===== src/hdl/chkh_pkg.sv =====
// Package for the character code to keyboard report converter.
// Holds the report constants, the queue entry type and the front state type.
// No dependencies; used by every module of the block.
`default_nettype none

package chkh_pkg;

    localparam int unsigned NUM_DIGITS  = 5;
    localparam int unsigned QUEUE_DEPTH = 2;

    localparam logic [7:0] MOD_NONE  = 8'h00;
    localparam logic [7:0] MOD_SHIFT = 8'h20;
    localparam logic [7:0] MOD_ALT   = 8'h40;
    localparam logic [7:0] KEY_NONE  = 8'd0;
    localparam logic [7:0] KEY_ZERO  = 8'd98;
    localparam logic [7:0] KEY_BASE  = 8'd88;
    localparam logic [6:0] KEY_MASK  = 7'b1111111;

    // Reciprocal of ten: (v * RECIP_10) >> RECIP_SHIFT equals v / 10 for any 16-bit v.
    localparam logic [16:0] RECIP_10    = 17'd52429;
    localparam int unsigned RECIP_SHIFT = 19;

    localparam logic [3:0] STEP_FIRST       = 4'd0;
    localparam logic [3:0] STEP_DIRECT_LAST = 4'd1;
    localparam logic [3:0] STEP_DIGIT_LAST  = 4'd10;
    localparam logic [3:0] STEP_ALT_LAST    = 4'd11;

    typedef logic [NUM_DIGITS-1:0][3:0] digit_vec_t;

    typedef struct packed {
        logic       is_alt;
        logic [7:0] low_byte;
        digit_vec_t digits;
    } entry_t;

    typedef struct packed {
        logic full;
        logic empty;
    } queue_status_t;

    typedef enum logic [1:0] {
        FR_IDLE,
        FR_SPLIT,
        FR_HOLD
    } front_state_t;

endpackage

`default_nettype wire


===== src/hdl/chkh_front.sv =====
// Front part: accepts character codes, drops zero codes and classifies the rest.
// Alt codes are split into decimal digits, one digit a cycle. Uses chkh_pkg.
`default_nettype none

module chkh_front
(
    input  wire logic                   clk,
    input  wire logic                   rst_n,
    input  wire logic                   s_tvalid,
    output logic                        s_tready,
    input  wire logic [15:0]            s_tdata,
    input  wire chkh_pkg::queue_status_t q_status,
    output logic                        push,
    output chkh_pkg::entry_t            push_entry
);

    localparam logic [1:0] LAST_CNT = 2'd3;
    localparam logic [2:0] LOW_IDX  = 3'(chkh_pkg::NUM_DIGITS - 1);

    chkh_pkg::front_state_t state_reg, state_next;
    logic [1:0]             cnt_reg;
    logic [15:0]            v_reg;
    chkh_pkg::digit_vec_t   digits_reg;

    logic        s_accept;
    logic        code_high;
    logic [32:0] prod;
    logic [15:0] quot;
    logic [15:0] ten_quot;
    logic [15:0] rem_full;
    logic [2:0]  wr_idx;

    assign s_accept  = s_tvalid && s_tready;
    assign code_high = (s_tdata[15:8] != 8'd0);

    assign prod     = 33'(v_reg) * 33'(chkh_pkg::RECIP_10);
    assign quot     = 16'(prod[32:chkh_pkg::RECIP_SHIFT]);
    assign ten_quot = 16'({quot, 3'b000}) + 16'({quot, 1'b0});
    assign rem_full = v_reg - ten_quot;
    assign wr_idx   = LOW_IDX - {1'b0, cnt_reg};

    always_comb
    begin
        state_next = state_reg;
        case (state_reg)
            chkh_pkg::FR_IDLE:
            begin
                if (s_accept && code_high)
                begin
                    state_next = chkh_pkg::FR_SPLIT;
                end
            end
            chkh_pkg::FR_SPLIT:
            begin
                if (cnt_reg == LAST_CNT)
                begin
                    state_next = chkh_pkg::FR_HOLD;
                end
            end
            chkh_pkg::FR_HOLD:
            begin
                if (!q_status.full)
                begin
                    state_next = chkh_pkg::FR_IDLE;
                end
            end
            default:
            begin
                state_next = chkh_pkg::FR_IDLE;
            end
        endcase
    end

    always_comb
    begin
        s_tready            = 1'b0;
        push                = 1'b0;
        push_entry.is_alt   = 1'b0;
        push_entry.low_byte = s_tdata[7:0];
        push_entry.digits   = digits_reg;
        case (state_reg)
            chkh_pkg::FR_IDLE:
            begin
                s_tready = !q_status.full;
                push     = s_accept && !code_high && (s_tdata[7:0] != 8'd0);
            end
            chkh_pkg::FR_HOLD:
            begin
                push                 = !q_status.full;
                push_entry.is_alt    = 1'b1;
                push_entry.digits[0] = v_reg[3:0];
            end
            default:
            begin
                s_tready = 1'b0;
            end
        endcase
    end

    always_ff @(posedge clk or negedge rst_n)
    begin
        if (!rst_n)
        begin
            state_reg <= chkh_pkg::FR_IDLE;
            cnt_reg   <= 2'd0;
        end
        else
        begin
            state_reg <= state_next;
            if (state_reg == chkh_pkg::FR_SPLIT)
            begin
                cnt_reg <= cnt_reg + 2'd1;
            end
            else
            begin
                cnt_reg <= 2'd0;
            end
        end
    end

    always_ff @(posedge clk)
    begin
        if (s_accept)
        begin
            v_reg <= s_tdata;
        end
        else if (state_reg == chkh_pkg::FR_SPLIT)
        begin
            v_reg              <= quot;
            digits_reg[wr_idx] <= rem_full[3:0];
        end
    end

    a_ready_only_idle: assert property (@(posedge clk) disable iff (!rst_n)
        s_tready |-> (state_reg == chkh_pkg::FR_IDLE))
        else $error("front ready outside idle");

    a_no_push_when_full: assert property (@(posedge clk) disable iff (!rst_n)
        push |-> !q_status.full)
        else $error("front pushed into a full queue");

    a_split_length: assert property (@(posedge clk) disable iff (!rst_n)
        (state_reg == chkh_pkg::FR_SPLIT && cnt_reg == LAST_CNT)
        |=> (state_reg == chkh_pkg::FR_HOLD))
        else $error("digit split did not end after four steps");

    a_leading_digit: assert property (@(posedge clk) disable iff (!rst_n)
        (state_reg == chkh_pkg::FR_HOLD) |-> (v_reg <= 16'd6))
        else $error("leading digit out of range");

endmodule

`default_nettype wire


===== src/hdl/chkh_queue.sv =====
// Short first-in first-out queue of classified items between front and back.
// Register array with read and write pointers. Uses chkh_pkg.
`default_nettype none

module chkh_queue
#(
    parameter int unsigned DEPTH = chkh_pkg::QUEUE_DEPTH
)
(
    input  wire logic                    clk,
    input  wire logic                    rst_n,
    input  wire logic                    push,
    input  wire chkh_pkg::entry_t        push_entry,
    input  wire logic                    pop,
    output chkh_pkg::entry_t             head,
    output chkh_pkg::queue_status_t      status
);

    localparam int unsigned PTR_W = $clog2(DEPTH);
    localparam int unsigned CNT_W = $clog2(DEPTH + 1);

    chkh_pkg::entry_t   mem_reg [DEPTH];
    logic [PTR_W-1:0]   wr_ptr_reg;
    logic [PTR_W-1:0]   rd_ptr_reg;
    logic [CNT_W-1:0]   cnt_reg;
    logic               do_push;
    logic               do_pop;

    assign status.full  = (cnt_reg == CNT_W'(DEPTH));
    assign status.empty = (cnt_reg == '0);
    assign do_push      = push && !status.full;
    assign do_pop       = pop && !status.empty;
    assign head         = mem_reg[rd_ptr_reg];

    always_ff @(posedge clk)
    begin
        if (do_push)
        begin
            mem_reg[wr_ptr_reg] <= push_entry;
        end
    end

    always_ff @(posedge clk or negedge rst_n)
    begin
        if (!rst_n)
        begin
            wr_ptr_reg <= '0;
            rd_ptr_reg <= '0;
            cnt_reg    <= '0;
        end
        else
        begin
            if (do_push)
            begin
                wr_ptr_reg <= (wr_ptr_reg == PTR_W'(DEPTH - 1)) ? '0 : wr_ptr_reg + 1'b1;
            end
            if (do_pop)
            begin
                rd_ptr_reg <= (rd_ptr_reg == PTR_W'(DEPTH - 1)) ? '0 : rd_ptr_reg + 1'b1;
            end
            if (do_push && !do_pop)
            begin
                cnt_reg <= cnt_reg + 1'b1;
            end
            else if (do_pop && !do_push)
            begin
                cnt_reg <= cnt_reg - 1'b1;
            end
        end
    end

    a_fill_bound: assert property (@(posedge clk) disable iff (!rst_n)
        cnt_reg <= CNT_W'(DEPTH))
        else $error("queue fill count overflow");

    a_pointers_match: assert property (@(posedge clk) disable iff (!rst_n)
        status.empty |-> (wr_ptr_reg == rd_ptr_reg))
        else $error("queue pointers differ while empty");

    a_no_pop_empty: assert property (@(posedge clk) disable iff (!rst_n)
        pop |-> !status.empty)
        else $error("pop from empty queue");

endmodule

`default_nettype wire


===== src/hdl/chkh_back.sv =====
// Back part: walks the report sequence of the item at the queue head.
// Drives the output register of the result stream. Uses chkh_pkg.
`default_nettype none

module chkh_back
(
    input  wire logic                    clk,
    input  wire logic                    rst_n,
    input  wire chkh_pkg::entry_t        head,
    input  wire chkh_pkg::queue_status_t q_status,
    output logic                         pop,
    output logic                         m_tvalid,
    input  wire logic                    m_tready,
    output logic [15:0]                  m_tdata,
    output logic                         m_tlast
);

    logic [3:0] step_reg, step_next;
    logic       valid_reg, valid_next;
    logic [7:0] mod_reg, mod_next;
    logic [7:0] key_reg, key_next;
    logic       last_reg, last_next;
    logic       load;
    logic [3:0] digit;
    logic [7:0] digit_key;

    assign load      = !valid_reg || m_tready;
    assign digit     = head.digits[step_reg[3:1]];
    assign digit_key = (digit == 4'd0) ? chkh_pkg::KEY_ZERO
                                       : 8'(digit) + chkh_pkg::KEY_BASE;

    always_comb
    begin
        mod_next  = chkh_pkg::MOD_NONE;
        key_next  = chkh_pkg::KEY_NONE;
        last_next = 1'b0;
        if (head.is_alt)
        begin
            if (step_reg == chkh_pkg::STEP_ALT_LAST)
            begin
                last_next = 1'b1;
            end
            else
            begin
                mod_next = chkh_pkg::MOD_ALT;
                if (step_reg[0])
                begin
                    key_next = digit_key;
                end
            end
        end
        else
        begin
            if (step_reg == chkh_pkg::STEP_FIRST)
            begin
                mod_next = head.low_byte[7] ? chkh_pkg::MOD_SHIFT : chkh_pkg::MOD_NONE;
                key_next = {1'b0, head.low_byte[6:0] & chkh_pkg::KEY_MASK};
            end
            else
            begin
                last_next = 1'b1;
            end
        end
    end

    always_comb
    begin
        valid_next = valid_reg;
        step_next  = step_reg;
        pop        = 1'b0;
        if (load)
        begin
            valid_next = !q_status.empty;
            if (!q_status.empty)
            begin
                pop       = last_next;
                step_next = last_next ? chkh_pkg::STEP_FIRST : step_reg + 4'd1;
            end
        end
    end

    always_ff @(posedge clk or negedge rst_n)
    begin
        if (!rst_n)
        begin
            valid_reg <= 1'b0;
            step_reg  <= chkh_pkg::STEP_FIRST;
        end
        else
        begin
            valid_reg <= valid_next;
            step_reg  <= step_next;
        end
    end

    always_ff @(posedge clk)
    begin
        if (load)
        begin
            mod_reg  <= mod_next;
            key_reg  <= key_next;
            last_reg <= last_next;
        end
    end

    assign m_tvalid = valid_reg;
    assign m_tdata  = {key_reg, mod_reg};
    assign m_tlast  = last_reg;

    a_step_bound: assert property (@(posedge clk) disable iff (!rst_n)
        step_reg <= chkh_pkg::STEP_ALT_LAST)
        else $error("report step out of range");

    a_direct_short: assert property (@(posedge clk) disable iff (!rst_n)
        (!q_status.empty && !head.is_alt) |-> (step_reg <= chkh_pkg::STEP_DIRECT_LAST))
        else $error("direct key run longer than two reports");

    a_pop_restarts: assert property (@(posedge clk) disable iff (!rst_n)
        pop |=> (step_reg == chkh_pkg::STEP_FIRST))
        else $error("step not cleared after the last report");

    a_pop_with_last: assert property (@(posedge clk) disable iff (!rst_n)
        pop |=> (valid_reg && last_reg))
        else $error("queue pop without a final report");

endmodule

`default_nettype wire


===== src/hdl/char_code_to_hid_keystrokes.sv =====
// Top level of the character code to keyboard report converter.
// Instantiates chkh_front, chkh_queue and chkh_back; uses chkh_pkg.
//
//  Channel | Direction | Signals                       | Contents
//  s       | in        | s_tvalid s_tready s_tdata     | char_code
//  m       | out       | m_tvalid m_tready m_tdata m_tlast | modifier_byte, key_code, last_report
//
// A direct key gives two reports, an alt code twelve, one report a cycle from the output
// register while m_tready is high; the single result channel therefore sets the sustained rate.
// The front splits an alt code into digits, one reciprocal multiply a cycle, then hands it
// to the queue once there is room and takes no new code until it is back in idle.
// A zero code is accepted and gives no reports. Reset is asynchronous and needs
// no clearing pass. The queue lets the front take new items while the output is stalled.
`default_nettype none

module char_code_to_hid_keystrokes
#(
    parameter int unsigned QUEUE_DEPTH = chkh_pkg::QUEUE_DEPTH
)
(
    input  wire logic        clk,
    input  wire logic        rst_n,
    input  wire logic        s_tvalid,
    output logic             s_tready,
    input  wire logic [15:0] s_tdata,   // [15:0] char_code
    output logic             m_tvalid,
    input  wire logic        m_tready,
    output logic [15:0]      m_tdata,   // [7:0] modifier_byte, [15:8] key_code
    output logic             m_tlast
);

    chkh_pkg::queue_status_t q_status;
    chkh_pkg::entry_t        push_entry;
    chkh_pkg::entry_t        head;
    logic                    push;
    logic                    pop;

    chkh_front u_front
    (
        .clk        (clk),
        .rst_n      (rst_n),
        .s_tvalid   (s_tvalid),
        .s_tready   (s_tready),
        .s_tdata    (s_tdata),
        .q_status   (q_status),
        .push       (push),
        .push_entry (push_entry)
    );

    chkh_queue #(
        .DEPTH (QUEUE_DEPTH)
    ) u_queue
    (
        .clk        (clk),
        .rst_n      (rst_n),
        .push       (push),
        .push_entry (push_entry),
        .pop        (pop),
        .head       (head),
        .status     (q_status)
    );

    chkh_back u_back
    (
        .clk      (clk),
        .rst_n    (rst_n),
        .head     (head),
        .q_status (q_status),
        .pop      (pop),
        .m_tvalid (m_tvalid),
        .m_tready (m_tready),
        .m_tdata  (m_tdata),
        .m_tlast  (m_tlast)
    );

endmodule

`default_nettype wire


===== config.mk =====
export PLATFORM = sky130hd
export DESIGN_NAME = char_code_to_hid_keystrokes
export DESIGN_NICKNAME = d
export VERILOG_FILES = /design/src/hdl/chkh_pkg.sv /design/src/hdl/chkh_front.sv /design/src/hdl/chkh_queue.sv /design/src/hdl/chkh_back.sv /design/src/hdl/char_code_to_hid_keystrokes.sv
export SDC_FILE = /design/constraint.sdc
export NUM_CORES = 1
export LEC_CHECK = 0
export BUFFER_PORTS_ARGS = -buffer_cell sky130_fd_sc_hd__buf_2
export CORE_ASPECT_RATIO = 0.7
export CORE_UTILIZATION = 63
export DETAILED_ROUTE_END_ITERATION = 12
export GPL_TIMING_DRIVEN = 0
export PLACE_DENSITY = 0.81
export SETUP_SLACK_MARGIN = 0.5
export SYNTH_ARGS = -nofsm -noshare
export SYNTH_HDL_FRONTEND = slang
export SYNTH_SLANG_ARGS = --single-unit
export TNS_END_PERCENT = 50

===== constraint.sdc =====
create_clock -name clk -period 7 [get_ports clk]
set_input_delay 0.35 -clock clk [delete_from_list [all_inputs] [get_ports clk]]
set_output_delay 0.35 -clock clk [all_outputs]
set_load 0.02 [all_outputs]

# ---- Word-level counts from Yosys, hierarchy flattened
# Memories as Yosys holds them, arrays and structs flattened.
# Index checks and enable logic that the tools add are counted.
dict set report op_classes {
  reduce_logical 27
  multipliers 1
  bitwise_logic 2
  n_addsub 10
  n_eq_ne 8
  magnitude_cmp 3
  muxes 37
}
# cell count
set op_table {}
lappend op_table {{$mux 8} 6}
lappend op_table {{$mul 16x16->32 const B} 1}
lappend op_table {{$mux 16} 2}
lappend op_table {{$bwmux 20} 1}
lappend op_table {{$mux 4} 4}
lappend op_table {{$reduce_bool 8->1} 2}
lappend op_table {{$mux 7} 2}
lappend op_table {{$bmux 4 s3} 1}
lappend op_table {{$demux 4 s3} 1}
lappend op_table {{$mux 2} 6}
lappend op_table {{$mux 1} 11}
lappend op_table {{$logic_and 1x1->1} 9}
lappend op_table {{$add 4x7->8 const B} 1}
lappend op_table {{$logic_not 4->1} 2}
lappend op_table {{$lt 3x4->1 const B} 2}
lappend op_table {{$eq 2x2->1 const B} 3}
lappend op_table {{$logic_not 1->1} 6}
lappend op_table {{$mux 6} 1}
lappend op_table {{$pmux 2 s3} 1}
lappend op_table {{$add 2x1->2 const B} 2}
lappend op_table {{$add 4x1->4 const B} 1}
lappend op_table {{$add 4x4->4} 1}
lappend op_table {{$eq 4x4->1 const B} 1}
lappend op_table {{$logic_not 2->1} 2}
lappend op_table {{14 further kinds} 19}
dict set report word_totals {
  ff_bits 66
  elab_cells 105
  ram_bits 58
  memories 1
  output_inout_bits 19
}
# memory words width read_ports rd_ports_with_merged_regs write_ports line_no
set memory_table {}
lappend memory_table {u_queue.mem_reg 2 29 1 0 1 chkh_queue.sv:22} ;# chkh_pkg::entry_t mem_reg [DEPTH];

# ---- Depth between registers and ports, before layout
# Gate-level depths: netlist of run 1.
dict set report logic_depth {
  depth_word 12
  depth_mapped 26
}

# ---- Modules after synthesis
# A second synthesis of run 1 with hierarchy kept.
dict set report hier_totals {
  hier_cells 877
  area_unflattened_um2 10067.2
}
# mod cells_per_inst seq_area_each_um2 instances area_per_inst_um2
set modules_own_cells {}
lappend modules_own_cells {chkh_front 670 1181.1 1 6676.4}
lappend modules_own_cells {chkh_queue 109 1841.8 1 2407.3}
lappend modules_own_cells {chkh_back 98 425.4 1 983.4}

# ---- Worst setup path after synthesis of run 1
# Ideal clock, no wire load.
dict set report synth_timing {
  path_type {register to register}
  start {register u_front.v_reg[4]}
  end {register u_front.digits_reg[3] in the netlist's numbering (data pin)}
  n_path_buf 1
  setup_ns 0.191
  stages_incl_launch_ff 23
  arrival_time_ns 6.232
  slack_ns 0.577
  required_ns 6.809
  path_cell_list {edfxtp_1 -> ha_1 -> fa_1 -> inv_1 -> fa_1 -> fa_1 -> inv_1 -> fa_1 -> inv_1 -> fa_1 -> inv_1 -> ha_1 -> clkbuf_1 -> nand4_1 -> nor2_1 -> a21oi_1 -> xnor2_1 -> ha_1 -> xor2_1 -> a21oi_1 -> a31o_2 -> a2111oi_2 -> xor2_1}
}
dict set report synth_via {
  elab_chain_cells 4
}
# item line_no
set synth_rtl {}
lappend synth_rtl {{from (decl)} chkh_front.sv:22} ;# logic [15:0] v_reg;
lappend synth_rtl {{from (signal assigned)} chkh_front.sv:125} ;# v_reg <= s_tdata;
lappend synth_rtl {{from (signal assigned)} chkh_front.sv:129} ;# v_reg <= quot;
lappend synth_rtl {{$mul 16x16->32} chkh_front.sv:36} ;# assign prod = 33'(v_reg) * 33'(chkh_pkg::RECIP_10);
lappend synth_rtl {{$add 4x4->4} chkh_front.sv:38} ;# assign ten_quot = 16'({quot, 3'b000}) + 16'({quot, 1'b0});
lappend synth_rtl {{$sub 4x4->4} chkh_front.sv:39} ;# assign rem_full = v_reg - ten_quot;
lappend synth_rtl {{net u_front.rem_full[3]} chkh_front.sv:30} ;# logic [15:0] rem_full;
lappend synth_rtl {{$bwmux 20} chkh_front.sv:130} ;# digits_reg[wr_idx] <= rem_full[3:0];
lappend synth_rtl {{to (signal, indexed assignment)} chkh_front.sv:130}
lappend synth_rtl {{to (decl)} chkh_front.sv:23} ;# chkh_pkg::digit_vec_t digits_reg;
# The timed path passes the listed nets, and every way through them passes these cells.
# A chain may end at the register's enable or synchronous reset.

# ---- Worst setup path after layout of run 1
dict set report layout_timing {
  start {register u_front.v_reg[2]}
  end {register u_front.digits_reg, in the netlist u_front.push_entry[7] (data pin)}
}
dict set report layout_via {
  elab_chain_cells 4
}
# item line_no
set layout_rtl {}
lappend layout_rtl {{$mul 16x16->32} chkh_front.sv:36}
lappend layout_rtl {{$add 4x4->4} chkh_front.sv:38}
lappend layout_rtl {{$sub 4x4->4 (*)} chkh_front.sv:39}
lappend layout_rtl {{net u_front.rem_full[3]} chkh_front.sv:30}
lappend layout_rtl {{$bwmux 20 (*)} chkh_front.sv:130}
# Mark *: on every way through the listed nets, which the timed path passes. The rest lies on a longest branch.

==> flow_results.xml, run 1 <==
<?xml version="1.0" encoding="UTF-8"?>
<metrics>
  <group name="die">
    <metric name="top_level_ports" unit="">39</metric>
    <metric name="start_util" unit="%">64.6</metric>
    <metric name="core_area" unit="um2">14700</metric>
    <metric name="std_cell_rows" unit="">37</metric>
    <metric name="fp.dieArea" unit="um2">15600</metric>
    <metric name="die_width" unit="um">149</metric>
    <metric name="vertical_extent_of_the_die" unit="um">105</metric>
  </group>
  <group name="flow_run">
    <metric name="maxCapViolCount" unit="">0</metric>
  </group>
  <group name="clocking">
    <metric name="tritoncts" unit="">done</metric>
    <metric name="htreeDepth" unit="">4</metric>
    <metric name="clk-insertion-delay-late" unit="ns">0.42</metric>
    <metric name="tritoncts.num_buffers" unit="">17</metric>
    <metric name="clockBufferDepth" unit="">2</metric>
    <metric name="cts.sinks" unit="">117</metric>
    <metric name="clkTransAtPathRegs" unit="ns">0.06</metric>
    <metric name="cts_root_buf" unit="">clkbuf_16</metric>
  </group>
  <group name="worst_setup_path">
    <metric name="worst_setup_path_end_kind" unit="">register</metric>
    <metric name="critical_path_required" unit="ns">7.20</metric>
    <metric name="worst-r2r-cell-count" unit="">25</metric>
    <metric name="r2r_end" unit="">u_front.push_entry[7]</metric>
    <metric name="cp_data_arrival_time" unit="ns">6.90</metric>
    <metric name="worstReg2RegStart" unit="">u_front.v_reg[2]</metric>
    <metric name="critical_path_peak_fanout" unit="">5</metric>
    <metric name="timing.setup.critical_path_class" unit="">register to register</metric>
    <metric name="crit_path_launch_type" unit="">register</metric>
    <metric name="r2r_slack" unit="ns">0.30</metric>
  </group>
  <group name="global_routing">
    <metric name="groute.usage.overall" unit="%">34.2</metric>
    <metric name="initial_antenna_violation_count" unit="">0</metric>
    <metric name="grt_first_pass_wirelength" unit="um">38600</metric>
    <metric name="grt_start_max_net_pins" unit="">30</metric>
    <metric name="grt_pass1_vias" unit="">7054</metric>
    <metric name="globalRouteOverflowTotal" unit="">0</metric>
  </group>
  <group name="drt">
    <metric name="final_antenna_net_count" unit="">0</metric>
    <metric name="drtPass1Iterations" unit="">7</metric>
    <metric name="detailed_route_wl" unit="um">26800</metric>
    <metric name="route.detailed.vias_per_inst" unit="">6.20</metric>
    <metric name="detailroute.via_count" unit="">7037</metric>
    <metric name="routed_wire_length_per_instance" unit="um">23.6</metric>
    <metric name="drt_drc_violations_left" unit="">0</metric>
    <metric name="drt_first_iter_violations" unit="">826</metric>
  </group>
  <group name="sta">
    <metric name="maxSlewViolCount" unit="">0</metric>
    <metric name="tightestPinTransition" unit="ns">1.01</metric>
    <metric name="final.min_clock_period" unit="ns">6.70</metric>
    <metric name="hold_viol" unit="">0</metric>
    <metric name="timing.clock.skew" unit="ns">0.0110</metric>
    <metric name="max_transition_margin" unit="%">32.0</metric>
    <metric name="period_utilization" unit="%">95.8</metric>
    <metric name="setup_total_negative_slack" unit="ns">0</metric>
    <metric name="peak_freq" unit="MHz">149</metric>
    <metric name="setup_repair_after_global_routing_missed_its_margin" unit="">false</metric>
    <metric name="finalSetupViolCount" unit="">0</metric>
  </group>
  <group name="layout">
    <metric name="layout-drive-gt1-share" unit="%">22.6</metric>
    <metric name="fill_cells" unit="">849</metric>
    <metric name="final_net_count" unit="">1169</metric>
    <metric name="synthToLayoutAreaGrowth" unit="%">19.7</metric>
    <metric name="post_route_cell_area" unit="um2">11400</metric>
    <metric name="mostFrequentLayoutCell" unit="">inv_1</metric>
    <metric name="antennaDiodeCount" unit="">0</metric>
    <metric name="mostFrequentLayoutCells" unit="">inv_1 (160), ha_1 (123), edfxtp_1 (104)</metric>
    <metric name="largest_reg_flops" unit="">58</metric>
  </group>
  <group name="synth">
    <metric name="synth.avg_cell_area" unit="um2">11.7</metric>
    <metric name="yosys_register_bits" unit="">117</metric>
    <metric name="yosysTopAreaCellShare" unit="%">32.9</metric>
    <metric name="yosysUniqueCellTypes" unit="">63</metric>
    <metric name="largest_area_contributor_in_the_synthesized_netlist" unit="">edfxtp_1</metric>
    <metric name="mappedNetlistArea" unit="um2">9510</metric>
    <metric name="netlist_instances" unit="">812</metric>
    <metric name="ys_async_sr_fraction" unit="%">11.1</metric>
    <metric name="number_of_enable_type_register_cells_in_the_synthesized_netlist" unit="">104</metric>
    <metric name="synth-warning-count" unit="">0</metric>
    <metric name="largest_cells_by_area_after_synthesis" unit="">edfxtp_1 (33%), ha_1 (19%), fa_1 (17%), inv_1 (6.8%), dfrtp_1 (3.4%)</metric>
    <metric name="ys.flop_type" unit="">edfxtp_1</metric>
    <metric name="seq_area_frac_synth" unit="%">36.3</metric>
  </group>
  <group name="placed_design">
    <metric name="gp_congestion" unit="">0.958</metric>
    <metric name="dp_hpwl" unit="um">17000</metric>
    <metric name="post_dp_cell_area" unit="um2">9960</metric>
    <metric name="portBuffers" unit="">31</metric>
  </group>
  <group name="worst_hold_path">
    <metric name="min_from" unit="">s_tdata[7]</metric>
    <metric name="hold_path_depth" unit="">1</metric>
    <metric name="min_delay_worst_endpoint" unit="">u_queue.mem_reg[0][27]</metric>
    <metric name="min_path_type" unit="">input pin to register</metric>
  </group>
  <group name="outcome">
    <metric name="run_status" unit="">finished clean</metric>
  </group>
</metrics>
==> synthesized netlist by cell type (all sizes together) (3+ instances only) <==
library cell  count
a21o              4
a21oi            29
buf              13
dfrtp            13
fa               80
a31oi             4
mux4              8
o22ai             6
clkbuf            4
a221oi            4
nand2b            4
ha              142
o31ai             5
and2              8
nor3              8
xor2             10
and3             12
nand2            40
a211oi            5
edfxtp          104
o21ai            21
nand3            12
o21a              3
nor2b             4
nand4             3
nor2             26
nor4              5
xnor2            13
o211ai            4
mux2i             7
inv             171
mux2              8
==> worst max-delay path: stages, from the launching register on <==
cell,delay [ns]
edfxtp_1,0.51
ha_4,0.33
inv_1,0.06
fa_1,0.56
inv_1,0.06
fa_1,0.47
fa_1,0.49
fa_1,0.51
inv_1,0.06
fa_1,0.51
inv_2,0.06
ha_4,0.26
a21oi_2,0.14
o21ai_1,0.09
a21oi_1,0.24
o21ai_2,0.13
a21oi_4,0.20
xnor2_2,0.17
ha_4,0.21
xor2_4,0.28
buf_6,0.15
nor3b_2,0.28
a21oi_2,0.08
o21ai_2,0.24
a2111oi_4,0.06
xor2_2,0.32
==> cell families (layout without fill, tap and decap cells) <==
| kind of cell | count (synthesis) | in the layout | synth area share [%] |
|---|---|---|---|
| other cells | 1 | 7 | 0.0394 |
| fa+ha+maj | 222 | 222 | 35.5 |
| compound gates | 107 | 107 | 7.80 |
| flops | 117 | 117 | 36.3 |
| buf+inv | 189 | 311 | 7.90 |
| xor+xnor | 23 | 23 | 2.12 |
| simple gates | 130 | 130 | 6.75 |
| mux | 23 | 23 | 3.58 |
==> metal layers <==
| layer | routed length, um | GRT usage, % | vias up |
|---|---|---|---|
| li1 | - | - | 3003 |
| met1 | 10800 | 46.3 | 3446 |
| met2 | 11700 | 51.5 | 450 |
| met3 | 2980 | 10.6 | 138 |
| met4 | 1370 | 14.0 | 0 |
| met5 | 0 | 0 | - |
==> cell type report <==
cell class                 count  area, um2  area share (%)
timing repair buffer          90        631            5.54
tap                          195        244            2.14
inverter                     172        648            5.70
buffer                        17        116            1.02
sequential                   117       3450            30.3
multi-input combinational    512       5700            50.1
clock inverter                15        170            1.50
clock buffer                  17        425            3.74
==> stage by stage <==
step / instances / hold WS [ns] / utilization (%) / worst slack [ns]
global route: 1135 / 0.172 / 77.3 / 0.307
global placement: 1044 / 0.262 / 67.4 / -0.515
finish: 1135 / 0.175 / 77.3 / 0.297
CTS: 1117 / 0.166 / 75.0 / 0.500
detailed placement: 1047 / 0.261 / 67.7 / -0.640
floorplan: 818 / 0.0544 / - / 0.577
==> worst max-delay path by stage <==
stage	start	slack [ns]	to
6_report	u_front.v_reg[2]	0.30	u_front.push_entry[7]
5_1_grt	u_front.v_reg[3]	0.31	u_front.push_entry[7]
4_1_cts	u_front.v_reg[8]	0.50	u_front.push_entry[7]
3_5_place_dp	u_front.v_reg[4]	-0.64	u_front.push_entry[11]
3_3_place_gp	u_front.v_reg[4]	-0.51	u_front.push_entry[15]
2_1_floorplan	u_front.v_reg[4]	0.58	u_front.digits_reg[3]
==> timing repair <==
action	in CTS	in global routing
endpoints found under the hold margin	13	0
resized for setup	31	43
gates cloned	0	0
hold buffers	1	0
buffers inserted	37	18
pin swaps	11	38
setup endpoints to repair	10	5
Power of run 1 is left out: the tool's default activity adds up to more than one toggle a clock period on the data nets, which glitch-free logic cannot reach.
==> inputs of run 2 (changes only) <==
==> constraint.sdc (replaced) <==
create_clock -name clk -period 7 [get_ports clk]
set_input_delay 0.35 -clock clk [delete_from_list [all_inputs] [get_ports clk]]
set_output_delay 0.35 -clock clk [all_outputs]
set_load 0.1 [all_outputs]
==> flow_results.xml, run 2 (synthesis gave the netlist of run 1 again) <==
<?xml version="1.0" encoding="UTF-8"?>
<metrics>
  <group name="global_routing">
    <metric name="grt_start_max_net_pins" unit="">30</metric>
    <metric name="grt_first_pass_wirelength" unit="um">38500</metric>
    <metric name="globalRouteOverflowTotal" unit="">0</metric>
    <metric name="initial_antenna_violation_count" unit="">0</metric>
    <metric name="groute.usage.overall" unit="%">34.9</metric>
    <metric name="grt_pass1_vias" unit="">6945</metric>
  </group>
  <group name="worst_setup_path">
    <metric name="crit_path_launch_type" unit="">register</metric>
    <metric name="slowest_delay" unit="ns">0.62</metric>
    <metric name="critical_path.slowest_cell" unit="">fa_2</metric>
    <metric name="worst-r2r-cell-count" unit="">22</metric>
    <metric name="r2r_slack" unit="ns">0.44</metric>
    <metric name="critical_path_peak_fanout" unit="">5</metric>
    <metric name="timing.setup.critical_path_class" unit="">register to register</metric>
    <metric name="crit_family" unit="">adder cells</metric>
    <metric name="cp_data_arrival_time" unit="ns">6.77</metric>
    <metric name="critical_path_required" unit="ns">7.21</metric>
    <metric name="r2r_end" unit="">u_front.push_entry[15]</metric>
    <metric name="critical_path.n_buffers_inverters" unit="">4</metric>
    <metric name="crit_chain" unit="">buf_6 -&gt; ha_4 -&gt; clkinvlp_4 -&gt; fa_2 -&gt; inv_1 -&gt; fa_1 -&gt; fa_2 -&gt; fa_1 -&gt; fa_2 -&gt; ha_4 -&gt; inv_1 -&gt; o21ai_2 -&gt; a21oi_2 -&gt; o21ai_1 -&gt; a21oi_2 -&gt; xnor2_2 -&gt; ha_4 -&gt; xor2_4 -&gt; or3b_2 -&gt; a21oi_1 -&gt; a2111oi_4 -&gt; xor2_2</metric>
    <metric name="worst_setup_path_end_kind" unit="">register</metric>
    <metric name="worstReg2RegStart" unit="">u_front.v_reg[8]</metric>
  </group>
  <group name="sta">
    <metric name="final.min_clock_period" unit="ns">6.56</metric>
    <metric name="period_utilization" unit="%">93.7</metric>
    <metric name="setup_repair_after_global_routing_missed_its_margin" unit="">false</metric>
    <metric name="finalSetupViolCount" unit="">0</metric>
    <metric name="tightestPinTransition" unit="ns">1.09</metric>
    <metric name="peak_freq" unit="MHz">153</metric>
    <metric name="hold_viol" unit="">0</metric>
    <metric name="max_transition_margin" unit="%">26.8</metric>
    <metric name="timing.clock.skew" unit="ns">0.0125</metric>
    <metric name="maxSlewViolCount" unit="">0</metric>
    <metric name="timing.hold.ws" unit="ns">0.155</metric>
  </group>
  <group name="drt">
    <metric name="drt_drc_violations_left" unit="">0</metric>
    <metric name="routed_wire_length_per_instance" unit="um">23.8</metric>
    <metric name="route.detailed.vias_per_inst" unit="">6.17</metric>
    <metric name="detailed_route_wl" unit="um">26600</metric>
    <metric name="routed.top_layer" unit="">met4</metric>
    <metric name="drt_first_iter_violations" unit="">826</metric>
    <metric name="final_antenna_net_count" unit="">0</metric>
    <metric name="detail_route.wirelength.met1" unit="um">10200</metric>
    <metric name="drtPass1Iterations" unit="">6</metric>
    <metric name="wl_met3" unit="um">3790</metric>
    <metric name="route.met2.wl" unit="um">11600</metric>
    <metric name="detailroute.via_count" unit="">6906</metric>
  </group>
  <group name="flow_run">
    <metric name="maxCapViolCount" unit="">0</metric>
  </group>
  <group name="layout">
    <metric name="final_net_count" unit="">1154</metric>
    <metric name="mostFrequentLayoutCells" unit="">inv_1 (163), ha_1 (124), edfxtp_1 (104)</metric>
    <metric name="largest_reg_flops" unit="">58</metric>
    <metric name="layout-drive-gt1-share" unit="%">20.1</metric>
    <metric name="post_route_cell_area" unit="um2">11200</metric>
    <metric name="mostFrequentLayoutCell" unit="">inv_1</metric>
    <metric name="synthToLayoutAreaGrowth" unit="%">18.2</metric>
    <metric name="antennaDiodeCount" unit="">0</metric>
  </group>
  <group name="die">
    <metric name="fp.dieArea" unit="um2">15600</metric>
    <metric name="core_area" unit="um2">14700</metric>
    <metric name="top_level_ports" unit="">39</metric>
    <metric name="die_width" unit="um">149</metric>
    <metric name="vertical_extent_of_the_die" unit="um">105</metric>
    <metric name="std_cell_rows" unit="">37</metric>
    <metric name="start_util" unit="%">64.6</metric>
  </group>
  <group name="clocking">
    <metric name="clk-insertion-delay-late" unit="ns">0.42</metric>
    <metric name="clkTransAtPathRegs" unit="ns">0.06</metric>
    <metric name="tritoncts.num_buffers" unit="">17</metric>
    <metric name="tritoncts" unit="">done</metric>
    <metric name="cts_root_buf" unit="">clkbuf_16</metric>
    <metric name="htreeDepth" unit="">4</metric>
    <metric name="cts.sinks" unit="">117</metric>
    <metric name="clockBufferDepth" unit="">2</metric>
  </group>
  <group name="worst_hold_path">
    <metric name="hold_path_depth" unit="">1</metric>
    <metric name="min_path_type" unit="">input pin to register</metric>
    <metric name="min_delay_worst_endpoint" unit="">u_queue.mem_reg[0][26]</metric>
    <metric name="min_from" unit="">s_tdata[6]</metric>
  </group>
  <group name="placed_design">
    <metric name="gp_congestion" unit="">0.976</metric>
    <metric name="dp_hpwl" unit="um">17700</metric>
    <metric name="portBuffers" unit="">31</metric>
    <metric name="post_dp_cell_area" unit="um2">9970</metric>
  </group>
  <group name="outcome">
    <metric name="run_status" unit="">finished clean</metric>
  </group>
</metrics>
-- run 2: worst reg2reg max path, delay by kind of cell (launching register included) --
family,cells,cell delay (ns)
adder cells (fa/ha/maj),8,3.39
AO/OA/AOI/OAI,6,0.92
XOR/XNOR,3,0.69
AND/OR/NAND/NOR,1,0.48
flip-flops,1,0.47
buffers and inverters,4,0.40
-- run 2: repair_timing --
item / 4_1_cts / 5_1_grt
hold buffers: 1 / 0
setup endpoints to repair: 10 / 5
pin swaps: 13 / 32
endpoints found under the hold margin: 13 / 0
buffers inserted: 24 / 17
gates resized for setup: 26 / 30
-- run 2: worst max-delay path by stage --
stage	from	endpoint	slack, ns	cells past startpoint
2_1_floorplan	u_front.v_reg[4]	u_front.digits_reg[3]	0.58	22
6_report	u_front.v_reg[8]	u_front.push_entry[15]	0.44	22
3_3_place_gp	u_front.v_reg[4]	u_front.push_entry[15]	-0.45	22
5_1_grt	u_front.v_reg[0]	u_front.push_entry[11]	0.32	23
4_1_cts	u_front.v_reg[9]	u_front.push_entry[15]	0.50	23
3_5_place_dp	u_front.v_reg[4]	u_front.push_entry[11]	-0.55	23
-- run 2: per-layer routing --
layer / global-route usage [%] / vias up
met2: 50.6 / 501
met5: 0 / -
met4: 11.9 / 0
met1: 46.6 / 3315
li1: - / 2980
met3: 15.4 / 110
-- run 2: final cells by class --
cell class                      count  area, um2
Buffer                             17        115
Clock inverter                     14        209
Clock buffer                       18        429
Multi-Input combinational cell    512       5630
Timing Repair Buffer               75        514
Tap cell                          195        244
Inverter                          172        649
Fill cell                         889       3480
Sequential cell                   117       3450
-- run 2: stage by stage --
stage | util, % | cells | setup WS, ns | TNS [ns]
global route | 76.4 | 1120 | 0.324 | 0
floorplan | - | 818 | 0.577 | 0
global placement | 67.5 | 1044 | -0.448 | -2.24
finish | 76.4 | 1120 | 0.443 | 0
CTS | 74.4 | 1103 | 0.503 | 0
detailed placement | 67.7 | 1046 | -0.552 | -2.76
Power of run 2 is left out for the same reason.
==> inputs of run 3 (changes only) <==
CORE_UTILIZATION = 55   (was 63)
PLACE_DENSITY = 0.72   (was 0.81)
RECOVER_POWER = 25   (was default)
==> flow_results.xml, run 3 (synthesis gave the netlist of run 1 again) <==
<?xml version="1.0" encoding="UTF-8"?>
<metrics>
  <group name="placed_design">
    <metric name="dp_hpwl" unit="um">17400</metric>
    <metric name="gp_congestion" unit="">0.976</metric>
    <metric name="portBuffers" unit="">31</metric>
    <metric name="post_dp_cell_area" unit="um2">10000</metric>
  </group>
  <group name="die">
    <metric name="start_util" unit="%">57.3</metric>
    <metric name="std_cell_rows" unit="">39</metric>
    <metric name="top_level_ports" unit="">39</metric>
    <metric name="vertical_extent_of_the_die" unit="um">112</metric>
    <metric name="core_area" unit="um2">16600</metric>
    <metric name="fp.dieArea" unit="um2">17800</metric>
    <metric name="die_width" unit="um">159</metric>
  </group>
  <group name="worst_setup_path">
    <metric name="critical_path_peak_fanout" unit="">6</metric>
    <metric name="crit_path_launch_type" unit="">register</metric>
    <metric name="worst_setup_path_end_kind" unit="">register</metric>
    <metric name="worstReg2RegStart" unit="">u_front.v_reg[8]</metric>
    <metric name="critical_path_required" unit="ns">7.16</metric>
    <metric name="r2r_slack" unit="ns">0.65</metric>
    <metric name="worst-r2r-cell-count" unit="">22</metric>
    <metric name="r2r_end" unit="">u_front.digits_reg[3]</metric>
    <metric name="cp_data_arrival_time" unit="ns">6.51</metric>
    <metric name="timing.setup.critical_path_class" unit="">register to register</metric>
  </group>
  <group name="layout">
    <metric name="fill_cells" unit="">1220</metric>
    <metric name="antennaDiodeCount" unit="">0</metric>
    <metric name="post_route_cell_area" unit="um2">11100</metric>
    <metric name="largest_reg_flops" unit="">58</metric>
    <metric name="mostFrequentLayoutCells" unit="">inv_1 (165), ha_1 (128), edfxtp_1 (104)</metric>
    <metric name="layout-drive-gt1-share" unit="%">18.1</metric>
    <metric name="mostFrequentLayoutCell" unit="">inv_1</metric>
    <metric name="final_core_util" unit="%">66.8</metric>
    <metric name="synthToLayoutAreaGrowth" unit="%">16.6</metric>
    <metric name="final_net_count" unit="">1146</metric>
  </group>
  <group name="worst_hold_path">
    <metric name="hold_path_depth" unit="">3</metric>
    <metric name="min_delay_worst_endpoint" unit="">u_front.v_reg[11]</metric>
    <metric name="min_path_type" unit="">input pin to register</metric>
    <metric name="min_from" unit="">s_tdata[11]</metric>
  </group>
  <group name="sta">
    <metric name="timing.clock.skew" unit="ns">0.0111</metric>
    <metric name="setup_repair_after_global_routing_missed_its_margin" unit="">false</metric>
    <metric name="finalSetupViolCount" unit="">0</metric>
    <metric name="period_utilization" unit="%">90.8</metric>
    <metric name="timing.hold.ws" unit="ns">0.232</metric>
    <metric name="hold_viol" unit="">0</metric>
    <metric name="peak_freq" unit="MHz">157</metric>
    <metric name="setup_total_negative_slack" unit="ns">0</metric>
    <metric name="maxSlewViolCount" unit="">0</metric>
    <metric name="tightestPinTransition" unit="ns">0.989</metric>
    <metric name="final.min_clock_period" unit="ns">6.35</metric>
    <metric name="max_transition_margin" unit="%">34.1</metric>
  </group>
  <group name="global_routing">
    <metric name="grt_first_pass_wirelength" unit="um">36000</metric>
    <metric name="grt_pass1_vias" unit="">6515</metric>
    <metric name="initial_antenna_violation_count" unit="">0</metric>
    <metric name="groute.usage.overall" unit="%">27.1</metric>
    <metric name="globalRouteOverflowTotal" unit="">0</metric>
    <metric name="grt_start_max_net_pins" unit="">20</metric>
  </group>
  <group name="drt">
    <metric name="route.detailed.vias_per_inst" unit="">5.68</metric>
    <metric name="drt_first_iter_violations" unit="">624</metric>
    <metric name="drt_drc_violations_left" unit="">0</metric>
    <metric name="final_antenna_net_count" unit="">0</metric>
    <metric name="detailroute.via_count" unit="">6486</metric>
    <metric name="drtPass1Iterations" unit="">7</metric>
    <metric name="routed_wire_length_per_instance" unit="um">19.9</metric>
    <metric name="detailed_route_wl" unit="um">22700</metric>
  </group>
  <group name="clocking">
    <metric name="cts.sinks" unit="">117</metric>
    <metric name="tritoncts.num_buffers" unit="">17</metric>
    <metric name="clkTransAtPathRegs" unit="ns">0.06</metric>
    <metric name="clk-insertion-delay-late" unit="ns">0.41</metric>
    <metric name="htreeDepth" unit="">4</metric>
    <metric name="clockBufferDepth" unit="">2</metric>
    <metric name="cts_root_buf" unit="">clkbuf_16</metric>
    <metric name="tritoncts" unit="">done</metric>
  </group>
  <group name="flow_run">
    <metric name="maxCapViolCount" unit="">0</metric>
  </group>
  <group name="outcome">
    <metric name="run_status" unit="">finished clean</metric>
  </group>
</metrics>
## run 3: cell count changes in the layout (fill, tap and decap cells not counted), sizes merged
cell      previous run  this run
buf                 87        70
clkbuf              22        31
bufinv               5         0
inv                170       174
clkinvlp             3         4
## run 3: worst max-delay path by stage
stage	start	cells past startpoint	slack (ns)	endpoint
2_1_floorplan	u_front.v_reg[4]	22	0.58	u_front.digits_reg[3]
3_3_place_gp	u_front.v_reg[8]	22	-0.51	u_front.push_entry[15]
3_5_place_dp	u_front.v_reg[8]	22	-0.50	u_front.push_entry[15]
4_1_cts	u_front.v_reg[3]	25	0.51	u_front.digits_reg[3]
5_1_grt	u_front.v_reg[4]	23	0.46	u_front.digits_reg[3]
6_report	u_front.v_reg[8]	22	0.65	u_front.digits_reg[3]
## run 3: critical path, stage by stage (launching register included)
cell and delay (ns):
edfxtp_1 0.45, buf_4 0.19, ha_4 0.28, inv_2 0.07
fa_2 0.52, inv_1 0.05, fa_1 0.57, fa_2 0.47
fa_1 0.52, fa_1 0.49, ha_4 0.31, clkbuf_8 0.13
nand4_1 0.13, nor2_2 0.18, a21oi_2 0.10, xnor2_2 0.23
ha_4 0.20, xor2_4 0.22, or3b_4 0.43, a21oi_4 0.18
a2111oi_4 0.08, xor2_2 0.15, buf_6 0.15
## run 3: metal layers
metal	wire length (um)	global-route usage [%]	part of all wire (%)	up-vias
met5	0	0	0	-
met4	138	4.94	0.61	0
met3	2400	8.49	11	18
met2	9250	37.6	41	300
met1	10900	41.6	48	3198
li1	-	-	-	2970
## run 3: area by class of cell
type | count | area [um2] | area share [%]
inverters | 172 | 646 | 5.83
repair buffers | 67 | 455 | 4.11
clock buffers | 18 | 429 | 3.87
well taps | 225 | 282 | 2.54
multi-input cells | 512 | 5600 | 50.6
clock inverters | 14 | 105 | 0.948
flip-flops and latches | 117 | 3450 | 31.1
plain buffers | 17 | 115 | 1.04
## run 3: timing repair
action                                 4_1_cts  5_1_grt
gates resized for setup                     26       25
hold buffers                                 1        0
pin swaps                                   12       23
buffers inserted                            25        7
setup endpoints to repair                   10        5
endpoints found under the hold margin       13        0
## run 3: stage by stage
stage | instances | setup WS [ns]
after global routing | 1142 | 0.461
after CTS | 1135 | 0.513
after global placement | 1074 | -0.511
after floorplan | 818 | 0.577
final | 1142 | 0.646
after detailed placement | 1077 | -0.498
Power of run 3 is left out for the same reason.
